<file path="src/rtl/assert_macros.svh">
// Assertion helpers for the RTL datapath (rtl/iqws_dp.sv).
// Both sample on clk and are disabled while rst is high.
`ifndef ASSERT_MACROS_SVH
`define ASSERT_MACROS_SVH

`define CHK(name, prop, msg) \
  name: assert property (@(posedge clk) disable iff (rst) (prop)) else $error(msg);

`define CHK_IMPL(name, pre, post, msg) \
  name: assert property (@(posedge clk) disable iff (rst) (pre) |-> (post)) else $error(msg);

`endif

</file>
<file path="src/rtl/iqws_pkg.sv">
package iqws_pkg;

  localparam int FIELD_TAG_W = 6;
  localparam int OCC_W       = 5;
  localparam int IW_REG_W    = 4;
  localparam int DW_REG_W    = 5;
  localparam int CFG_DATA_W  = 5;
  localparam int CFG_IDX_W   = 2;
  localparam int IN_DATA_W   = 32;
  localparam int OUT_DATA_W  = 16;

  localparam logic [CFG_IDX_W-1:0] CFG_ISSUE_WIDTH    = 2'd0;
  localparam logic [CFG_IDX_W-1:0] CFG_DISPATCH_WIDTH = 2'd1;

  typedef enum logic [1:0] {
    ACT_DISPATCH,
    ACT_COMPLETE,
    ACT_ISSUE,
    ACT_FLUSH
  } action_t;

  typedef enum logic [1:0] {
    KIND_ACK,
    KIND_ISSUED,
    KIND_NONE,
    KIND_FULL
  } kind_t;

  typedef enum logic [3:0] {
    ST_IDLE,
    ST_DCLR,
    ST_DRD1,
    ST_DRD2,
    ST_COMPL,
    ST_FLUSH,
    ST_SCAN,
    ST_RESP,
    ST_EMIT
  } state_t;

  typedef struct packed {
    logic  load_in;
    logic  disp_clear;
    logic  disp_src1;
    logic  disp_write;
    logic  complete;
    logic  flush;
    logic  scan_start;
    logic  scan_step;
    logic  resp_load;
    logic  issue_load;
    kind_t resp_kind;
  } cmd_t;

  typedef struct packed {
    logic refuse;
    logic scan_done;
    logic none_issued;
    logic issue_last;
    logic out_free;
  } stat_t;

endpackage

</file>
<file path="src/rtl/issue_queue_wakeup_select_top.sv">
// Issue queue with wakeup and select.
// Input channel s_*: one item per action. s_tuser carries the action
// (dispatch, completion, issue select, flush); s_tdata carries the operands.
// Output channel m_*: result items, m_tuser the kind, m_tlast on the final
// result of an input item, m_tdata the issued tag and the queue occupancy.
// Configuration: cfg_we with cfg_index 0 sets the issue width, index 1 the
// dispatch width; write only while the block is idle.
// Sequence per item: a dispatch checks for room, clears its own completion
// bit, reads the bitmap for its first and then its second source and appends
// the entry; a refused dispatch goes straight to its full response. A
// completion or flush answers after its single update; an issue select scans
// the queue, then loads one result per selected entry, or one none result.
// The next item is taken only after the last result of this one is loaded.
// The select scan reads one queue slot a cycle from a single read port;
// dispatch reads the completion bitmap once a cycle for its two sources.
// Reset empties the queue and the completion bitmap and sets both widths
// to 2. A stalled receiver holds the output register and the sequencer
// waits; the next input item can still be taken while a result waits.
module issue_queue_wakeup_select_top #(
  parameter int QUEUE_DEPTH = 16,
  parameter int TAG_BITS    = 6,
  parameter int MAX_ISSUE   = 8
) (
  input  logic                                clk,
  input  logic                                rst,
  input  logic                                s_tvalid,
  output logic                                s_tready,
  // seq[5:0], src1_producer[11:6], src1_ready[12], src2_producer[18:13],
  // src2_ready[19], is_memory[20], writes_dest[21], mem_issue_limit[27:22]
  input  logic [iqws_pkg::IN_DATA_W-1:0]      s_tdata,
  input  logic [1:0]                          s_tuser,   // action[1:0]
  output logic                                m_tvalid,
  input  logic                                m_tready,
  output logic [iqws_pkg::OUT_DATA_W-1:0]     m_tdata,   // issued_seq[5:0], occupancy[10:6]
  output logic [1:0]                          m_tuser,   // kind[1:0]
  output logic                                m_tlast,
  input  logic                                cfg_we,
  input  logic [iqws_pkg::CFG_IDX_W-1:0]      cfg_index,
  input  logic [iqws_pkg::CFG_DATA_W-1:0]     cfg_data
);
  import iqws_pkg::*;

  cmd_t  cmd;
  stat_t stat;

  iqws_ctrl u_ctrl (
    .clk      (clk),
    .rst      (rst),
    .s_tvalid (s_tvalid),
    .s_tready (s_tready),
    .s_tuser  (s_tuser),
    .stat     (stat),
    .cmd      (cmd)
  );

  iqws_dp #(
    .QUEUE_DEPTH (QUEUE_DEPTH),
    .TAG_BITS    (TAG_BITS),
    .MAX_ISSUE   (MAX_ISSUE)
  ) u_dp (
    .clk       (clk),
    .rst       (rst),
    .s_tdata   (s_tdata),
    .m_tvalid  (m_tvalid),
    .m_tready  (m_tready),
    .m_tdata   (m_tdata),
    .m_tuser   (m_tuser),
    .m_tlast   (m_tlast),
    .cfg_we    (cfg_we),
    .cfg_index (cfg_index),
    .cfg_data  (cfg_data),
    .cmd       (cmd),
    .stat      (stat)
  );

endmodule

</file>
<file path="src/rtl/iqws_ctrl.sv">
module iqws_ctrl (
  input  logic                    clk,
  input  logic                    rst,
  input  logic                    s_tvalid,
  output logic                    s_tready,
  input  logic [1:0]              s_tuser,
  input  iqws_pkg::stat_t         stat,
  output iqws_pkg::cmd_t          cmd
);
  import iqws_pkg::*;

  state_t state, state_next;
  kind_t  kind_q, kind_next;

  always_ff @(posedge clk) begin
    if (rst) begin
      state  <= ST_IDLE;
      kind_q <= KIND_ACK;
    end else begin
      state  <= state_next;
      kind_q <= kind_next;
    end
  end

  always_comb begin
    state_next    = state;
    kind_next     = kind_q;
    cmd           = '0;
    cmd.resp_kind = kind_q;
    s_tready      = 1'b0;
    unique case (state)
      ST_IDLE: begin
        s_tready = 1'b1;
        if (s_tvalid) begin
          cmd.load_in    = 1'b1;
          cmd.scan_start = 1'b1;
          kind_next      = KIND_ACK;
          unique case (action_t'(s_tuser))
            ACT_DISPATCH: state_next = ST_DCLR;
            ACT_COMPLETE: state_next = ST_COMPL;
            ACT_ISSUE:    state_next = ST_SCAN;
            ACT_FLUSH:    state_next = ST_FLUSH;
            default:      state_next = ST_IDLE;
          endcase
        end
      end
      ST_DCLR: begin
        if (stat.refuse) begin
          kind_next  = KIND_FULL;
          state_next = ST_RESP;
        end else begin
          cmd.disp_clear = 1'b1;
          state_next     = ST_DRD1;
        end
      end
      ST_DRD1: begin
        cmd.disp_src1 = 1'b1;
        state_next    = ST_DRD2;
      end
      ST_DRD2: begin
        cmd.disp_write = 1'b1;
        state_next     = ST_RESP;
      end
      ST_COMPL: begin
        cmd.complete = 1'b1;
        state_next   = ST_RESP;
      end
      ST_FLUSH: begin
        cmd.flush  = 1'b1;
        state_next = ST_RESP;
      end
      ST_SCAN: begin
        cmd.scan_step = 1'b1;
        if (stat.scan_done) begin
          if (stat.none_issued) begin
            kind_next  = KIND_NONE;
            state_next = ST_RESP;
          end else begin
            state_next = ST_EMIT;
          end
        end
      end
      ST_RESP: begin
        if (stat.out_free) begin
          cmd.resp_load = 1'b1;
          state_next    = ST_IDLE;
        end
      end
      ST_EMIT: begin
        if (stat.out_free) begin
          cmd.issue_load = 1'b1;
          if (stat.issue_last) begin
            state_next = ST_IDLE;
          end
        end
      end
      default: state_next = ST_IDLE;
    endcase
  end

endmodule

</file>
<file path="src/rtl/iqws_dp.sv">
`include "assert_macros.svh"

module iqws_dp #(
  parameter int QUEUE_DEPTH = 16,
  parameter int TAG_BITS    = 6,
  parameter int MAX_ISSUE   = 8
) (
  input  logic                                   clk,
  input  logic                                   rst,
  input  logic [iqws_pkg::IN_DATA_W-1:0]         s_tdata,
  output logic                                   m_tvalid,
  input  logic                                   m_tready,
  output logic [iqws_pkg::OUT_DATA_W-1:0]        m_tdata,
  output logic [1:0]                             m_tuser,
  output logic                                   m_tlast,
  input  logic                                   cfg_we,
  input  logic [iqws_pkg::CFG_IDX_W-1:0]         cfg_index,
  input  logic [iqws_pkg::CFG_DATA_W-1:0]        cfg_data,
  input  iqws_pkg::cmd_t                         cmd,
  output iqws_pkg::stat_t                        stat
);
  import iqws_pkg::*;

  localparam int IW       = $clog2(QUEUE_DEPTH);
  localparam int CW       = $clog2(QUEUE_DEPTH + 1);
  localparam int NW       = $clog2(MAX_ISSUE + 1);
  localparam int KW       = (MAX_ISSUE > 1) ? $clog2(MAX_ISSUE) : 1;
  localparam int MAP_SIZE = 1 << TAG_BITS;

  typedef struct packed {
    logic [TAG_BITS-1:0] seq;
    logic [TAG_BITS-1:0] p1;
    logic [TAG_BITS-1:0] p2;
    logic                r1;
    logic                r2;
    logic                mem;
  } entry_t;

  entry_t               entries [QUEUE_DEPTH];
  logic [TAG_BITS-1:0]  tags [MAX_ISSUE];
  logic [MAP_SIZE-1:0]  cmap;
  logic [CW-1:0]        count;
  logic [IW_REG_W-1:0]  iss_cfg;
  logic [DW_REG_W-1:0]  disp_cfg;

  logic [TAG_BITS-1:0]  seq_q, p1_q, p2_q, lim_q;
  logic                 r1_q, r2_q, mem_q, wd_q;

  logic [CW-1:0]        scan_i, scan_w;
  logic [NW-1:0]        scan_n, emit_k, width_eff, k_plus;
  entry_t               cur;
  logic                 can_go;

  logic                 out_valid, out_last;
  kind_t                out_kind;
  logic [FIELD_TAG_W-1:0] out_tag;
  logic [OCC_W-1:0]     out_occ;

  always_comb begin
    if (iss_cfg == '0) begin
      width_eff = NW'(1);
    end else if (32'(iss_cfg) > MAX_ISSUE) begin
      width_eff = NW'(MAX_ISSUE);
    end else begin
      width_eff = NW'(iss_cfg);
    end
  end

  assign cur    = entries[scan_i[IW-1:0]];
  assign can_go = cur.r1 && cur.r2 && (!cur.mem || (cur.seq <= lim_q));
  assign k_plus = emit_k + NW'(1);

  assign stat.refuse      = (32'(count) >= QUEUE_DEPTH) ||
                            (32'(count) + 32'(disp_cfg) > QUEUE_DEPTH);
  assign stat.scan_done   = (scan_i == count);
  assign stat.none_issued = (scan_n == '0);
  assign stat.issue_last  = (k_plus == scan_n);
  assign stat.out_free    = !out_valid || m_tready;

  always_ff @(posedge clk) begin
    if (rst) begin
      iss_cfg  <= IW_REG_W'(2);
      disp_cfg <= DW_REG_W'(2);
    end else if (cfg_we) begin
      if (cfg_index == CFG_ISSUE_WIDTH) begin
        iss_cfg <= cfg_data[IW_REG_W-1:0];
      end else if (cfg_index == CFG_DISPATCH_WIDTH) begin
        disp_cfg <= cfg_data[DW_REG_W-1:0];
      end
    end
  end

  // Input fields; tags are cut or widened to the internal tag width.
  always_ff @(posedge clk) begin
    if (cmd.load_in) begin
      seq_q <= TAG_BITS'(s_tdata[5:0]);
      p1_q  <= TAG_BITS'(s_tdata[11:6]);
      r1_q  <= s_tdata[12];
      p2_q  <= TAG_BITS'(s_tdata[18:13]);
      r2_q  <= s_tdata[19];
      mem_q <= s_tdata[20];
      wd_q  <= s_tdata[21];
      lim_q <= TAG_BITS'(s_tdata[27:22]);
    end else if (cmd.disp_src1) begin
      r1_q <= r1_q | cmap[p1_q];
    end
  end

  always_ff @(posedge clk) begin
    if (rst) begin
      cmap  <= '0;
      count <= '0;
    end else if (cmd.flush) begin
      cmap  <= '0;
      count <= '0;
    end else if (cmd.disp_clear) begin
      cmap[seq_q] <= 1'b0;
    end else if (cmd.disp_write) begin
      count <= count + CW'(1);
    end else if (cmd.complete) begin
      cmap[seq_q] <= 1'b1;
    end else if (cmd.scan_step && stat.scan_done) begin
      count <= scan_w;
    end
  end

  // Queue storage: dispatch append, tag-match wakeup on every slot, and the
  // compacting copy of the select scan.
  always_ff @(posedge clk) begin
    if (cmd.disp_write) begin
      entries[count[IW-1:0]] <= '{seq: seq_q, p1: p1_q, p2: p2_q, r1: r1_q,
                                  r2: r2_q | cmap[p2_q], mem: mem_q};
    end else if (cmd.complete && wd_q) begin
      for (int j = 0; j < QUEUE_DEPTH; j++) begin
        if (entries[j].p1 == seq_q) entries[j].r1 <= 1'b1;
        if (entries[j].p2 == seq_q) entries[j].r2 <= 1'b1;
      end
    end else if (cmd.scan_step && !stat.scan_done &&
                 !((scan_n < width_eff) && can_go)) begin
      entries[scan_w[IW-1:0]] <= cur;
    end
  end

  always_ff @(posedge clk) begin
    if (rst) begin
      scan_i <= '0;
      scan_w <= '0;
      scan_n <= '0;
      emit_k <= '0;
    end else if (cmd.scan_start) begin
      scan_i <= '0;
      scan_w <= '0;
      scan_n <= '0;
      emit_k <= '0;
    end else if (cmd.scan_step && !stat.scan_done) begin
      scan_i <= scan_i + CW'(1);
      if ((scan_n < width_eff) && can_go) begin
        scan_n <= scan_n + NW'(1);
      end else begin
        scan_w <= scan_w + CW'(1);
      end
    end else if (cmd.issue_load) begin
      emit_k <= k_plus;
    end
  end

  always_ff @(posedge clk) begin
    if (cmd.scan_step && !stat.scan_done && (scan_n < width_eff) && can_go) begin
      tags[scan_n[KW-1:0]] <= cur.seq;
    end
  end

  // Output register; the queue side keeps working while a result waits.
  always_ff @(posedge clk) begin
    if (rst) begin
      out_valid <= 1'b0;
    end else if (cmd.resp_load || cmd.issue_load) begin
      out_valid <= 1'b1;
    end else if (m_tready) begin
      out_valid <= 1'b0;
    end
  end

  always_ff @(posedge clk) begin
    if (cmd.resp_load) begin
      out_kind <= cmd.resp_kind;
      out_tag  <= '0;
      out_last <= 1'b1;
      out_occ  <= OCC_W'(count);
    end else if (cmd.issue_load) begin
      out_kind <= KIND_ISSUED;
      out_tag  <= FIELD_TAG_W'(tags[emit_k[KW-1:0]]);
      out_last <= stat.issue_last;
      out_occ  <= OCC_W'(count);
    end
  end

  assign m_tvalid = out_valid;
  assign m_tuser  = out_kind;
  assign m_tlast  = out_last;
  assign m_tdata  = {{(OUT_DATA_W - FIELD_TAG_W - OCC_W){1'b0}}, out_occ, out_tag};

  `CHK(a_count_range, 32'(count) <= QUEUE_DEPTH, "queue count exceeds depth")
  `CHK(a_compact_order, scan_w <= scan_i, "compaction write passed the read")
  `CHK_IMPL(a_issue_bound, cmd.scan_step && !stat.scan_done,
            scan_n <= width_eff, "more entries selected than the issue width")

endmodule

</file>
<file path="config.mk">
export PLATFORM = sky130hd
export DESIGN_NAME = issue_queue_wakeup_select_top
export DESIGN_NICKNAME = d
export VERILOG_FILES = /design/src/rtl/iqws_pkg.sv /design/src/rtl/issue_queue_wakeup_select_top.sv /design/src/rtl/iqws_ctrl.sv /design/src/rtl/iqws_dp.sv
export VERILOG_INCLUDE_DIRS = /design/src /design/src/rtl
export SDC_FILE = /design/constraint.sdc
export NUM_CORES = 1
export LEC_CHECK = 0
export BUFFER_PORTS_ARGS = -buffer_cell sky130_fd_sc_hd__buf_4
export CAP_MARGIN = 20
export CORE_MARGIN = 1.5
export CORE_UTILIZATION = 41
export CTS_BUF_LIST = sky130_fd_sc_hd__clkbuf_16
export DETAILED_ROUTE_END_ITERATION = 10
export GPL_TIMING_DRIVEN = 0
export PLACE_DENSITY_LB_ADDON = 0.25
export SYNTH_ARGS = -nofsm -noshare
export SYNTH_HDL_FRONTEND = slang
export SYNTH_SLANG_ARGS = --single-unit
</file>
<file path="constraint.sdc">
create_clock -name clk -period 14.05 [get_ports clk]
set_clock_uncertainty 0.15 [all_clocks]
set_input_delay 0.7025 -clock clk [delete_from_list [all_inputs] [get_ports clk]]
set_output_delay 0.7025 -clock clk [all_outputs]
set_load 0.01 [all_outputs]
</file>
==> reports/summary.md <==
Summing all multi-input logic gate instances after layout gives 10200 um2. After legalization and detailed placement, the total HPWL measured 52700 um. Most prevalent standard cell on the critical path: buf_2. Summed over all cells, the static leakage comes to 9.62 nW. The element type at the critical path start was a register. The flow ran to the end, and the final reports show no timing, DRC or antenna violations. The synthesized design contains 387 enable-type register cells.

In the routed layout, each cell is associated on average with a via count of 6.02. Ranked by total cell area, the synthesized netlist is headed by edfxtp_1, mux4_2, dfxtp_1. The critical path goes through buf_2 > clkbuf_1 > clkbuf_1 > mux4_2 > mux4_2 > ha_1 > nand3_1 > or3_1 > a32oi_1 > a2111oi_2 > a21boi_1 > buf_2 > buf_2 > nand2_1 > nand2_1. The final weighted congestion of routability-driven global placement is 0.925. The routed layout has 16995 vias. The critical path in this run is classified as reg -> reg. Area of the mapped netlist: 25300 um2. During synthesis, Yosys emitted a total of 0 warnings. The max-slew violation total from the final report was 0.

The dominant register cell in the synthesized netlist was edfxtp_1. The number of antenna diodes in the final layout is 0. Data arrives at the worst endpoint at 7.04 ns. The cell count after synthesis came out at 1857. The total buffers and inverters traversed by the critical path came out at 5. All-layer global routing usage: 0.236. Synthesis inferred 533 register bits.

Before CTS, the worst setup slack after placement is 7.23 ns. Post-route minimum period: 6.87 ns. The path category of the worst min-delay check was in -> reg. After detailed routing, the average wire length per cell comes to 26.4 um. TritonCTS built the clock tree.

The first TritonRoute pass finished after 5 iterations. The tools report the final total negative setup slack as 0 ns. Broken down by cell family, the worst path's largest delay share belongs to buffers and inverters.

After global routing the overflow that remains totals 0. Based on the critical path, the design can be clocked at up to 146 MHz. The worst slew margin relative to its limit was 0.188. For this design the ratio of total power to cell area is 146 nW/um2.

The number of gates resized after CTS was 0. In this run the remaining antenna-violating nets after routing total 0. The post-layout total power was 4.27 mW; the peak per-stage delay on the critical path was 0.71 ns. The floorplan die width is 251 um, and the final number of hold-violating endpoints is 0. Clock-pin slew was measured on the worst setup and hold paths at 0.06 ns. Registers take 14500 um2. Clock tree synthesis inserted a total of 55 buffers. The final layout contains routed wiring with a total length of 74500 um. The run gives 0 as the final setup violation count.

The tools report the clock latency of the later-clocked register in the worst-skew pair as 0.61 ns. The first global-routing pass estimated 110000 um of wire. At the pin with the least slew margin, the transition time is 1.21 ns.

IR analysis of the VDD net gives a maximum drop of 0.0000927 V. The clock passes through at most 3 buffers. Number of ports placed on the die boundary: 67. The final worst setup slack is 7.18 ns. The endpoint class of the critical path was a register.

The site row count came out at 90. For the number of antenna violations at the first check in global routing, the log shows 1. The synthesized area per cell was 13.6 um2; the layout filler cell count was 5242. The tools report the number of levels in the clock H-tree as 2.

The run gives 0.575 as the register area share after synthesis. Die boundary height: 251 um. The fraction of final layout cells with drive strength greater than 1 was 0.172; the post-synthesis cell type count was 68. Area enclosed by the die boundary: 63200 um2. Setup repair after global routing left no endpoint under its margin. The via count of the first global-routing pass came out at 16999.

Buffers placed on the I/O ports in this run total 56. For the worst hold slack, the log shows 0.114 ns. The biggest area contributor in the post-synthesis netlist is edfxtp_1. The initial core utilization is 0.417. Compared with the post-synthesis result, the final layout area differs by 15.4%. The tools report the number of nets in the layout as 2066. CTS placed an instance of clkbuf_16 at the clock tree root. The share of the synthesized area in the top cell type came out at 0.459. The tools report the number of maximum-capacitance constraint violations as 0. The share of flip-flops with an asynchronous set or reset was 0.

Among all stages on the critical path, the largest delay is contributed by a21boi_1. The logs give 1707 for the number of design-rule violations left by the first detailed-router iteration and 0 for the number of buffers inserted by post-CTS setup repair. Entering global routing, the biggest net connects 20 pins. The tools report the area of the core as 60700 um2. The worst-path maximum fanout is 16, and the total DRC errors in the routed layout is 0.

The data required time at the worst endpoint was 14.23 ns; the clock sink count was 533. The hold-fix buffer count after cts was 0; the share of the cycle needed by the critical path after routing was 0.489.
per-stage QoR:
step	utilization	std cells	instance area [um2]
final	0.481	2821	29200
after global routing	0.481	2821	29200
after CTS	0.480	2819	29200
after detailed placement	0.450	2719	27300
after global placement	0.440	2699	26700
after floorplan	-	1861	25300
power by group:
| part | switching [mW] | total, mW | internal (mW) |
|---|---|---|---|
| Clock | 0.620 | 1.51 | 0.893 |
| Combinational | 0.610 | 0.878 | 0.268 |
| Sequential | 0.0545 | 1.88 | 1.83 |
layout make-up:
type,instances,share of cell area
inverter,30,0.00386
sequential,533,0.498
clock buffer,57,0.0489
buffer,145,0.0208
tap,782,0.0335
clock inverter,43,0.0143
multi-input combinational,1153,0.349
timing repair buffer,78,0.0316
kinds of logic (layout without fill, tap and decap cells):
| group | Yosys count | count (layout) | synth area share |
|---|---|---|---|
| flops | 533 | 533 | 0.575 |
| simple gates | 419 | 419 | 0.0818 |
| compound gates | 291 | 291 | 0.0783 |
| xor+xnor | 213 | 213 | 0.0737 |
| mux | 201 | 201 | 0.151 |
| buf+inv | 175 | 353 | 0.0284 |
| fa+ha+maj | 24 | 24 | 0.0122 |
| other cells | 1 | 5 | 0.000148 |
Yosys cell counts, drive strengths merged (56+ instances only):
cell and instances:
nand2 132, clkbuf 91, a21oi 66, dfxtp 146
mux4 143, mux2i 56, xor2 121, nor2 70
o21ai 58, nand4 60, xnor2 92, edfxtp 387
routing by layer:
metal / GRT usage / up-vias / share of wire
li1: - / 7438 / -
met1: 0.319 / 8625 / 0.41
met2: 0.379 / 784 / 0.47
met3: 0.0518 / 146 / 0.084
met4: 0.0764 / 2 / 0.031
met5: 0 / - / 0.00016
placed cells by master (no fill, tap or decap), types with 57 or more instances in the layout:
| master | Yosys | routed |
|---|---|---|
| edfxtp_1 | 387 | 387 |
| dfxtp_1 | 146 | 146 |
| mux4_2 | 143 | 143 |
| nand2_1 | 132 | 132 |
| xor2_1 | 121 | 121 |
| xnor2_1 | 92 | 92 |
| clkbuf_1 | 91 | 91 |
| nor2_1 | 70 | 70 |
| buf_4 | 10 | 67 |
| a21oi_1 | 66 | 66 |
| nand4_1 | 60 | 60 |
| clkbuf_16 | 0 | 57 |
worst register-to-register path, stage by stage (launching register included):
cell and delay [ns]:
dfxtp_1 0.31, buf_2 0.31, clkbuf_1 0.65, clkbuf_1 0.61, mux4_2 0.42, mux4_2 0.64, ha_1 0.36, nand3_1 0.11
or3_1 0.37, a32oi_1 0.41, a2111oi_2 0.25, a21boi_1 0.71, buf_2 0.39, buf_2 0.34, nand2_1 0.12, nand2_1 0.45
final timing paths:
path / endpoint / slack (ns) / depth (start not counted) / startpoint
max: u_dp.entries[5][10] / 7.18 / 15 / register
min reg2reg: register / 0.33 / 2 / register
min: u_dp.p2_q[1] / 0.11 / 1 / s_tdata[14]
max reg2reg: u_dp.entries[5][10] / 7.18 / 15 / register
Note: power is estimated with default switching activity, not from simulation.
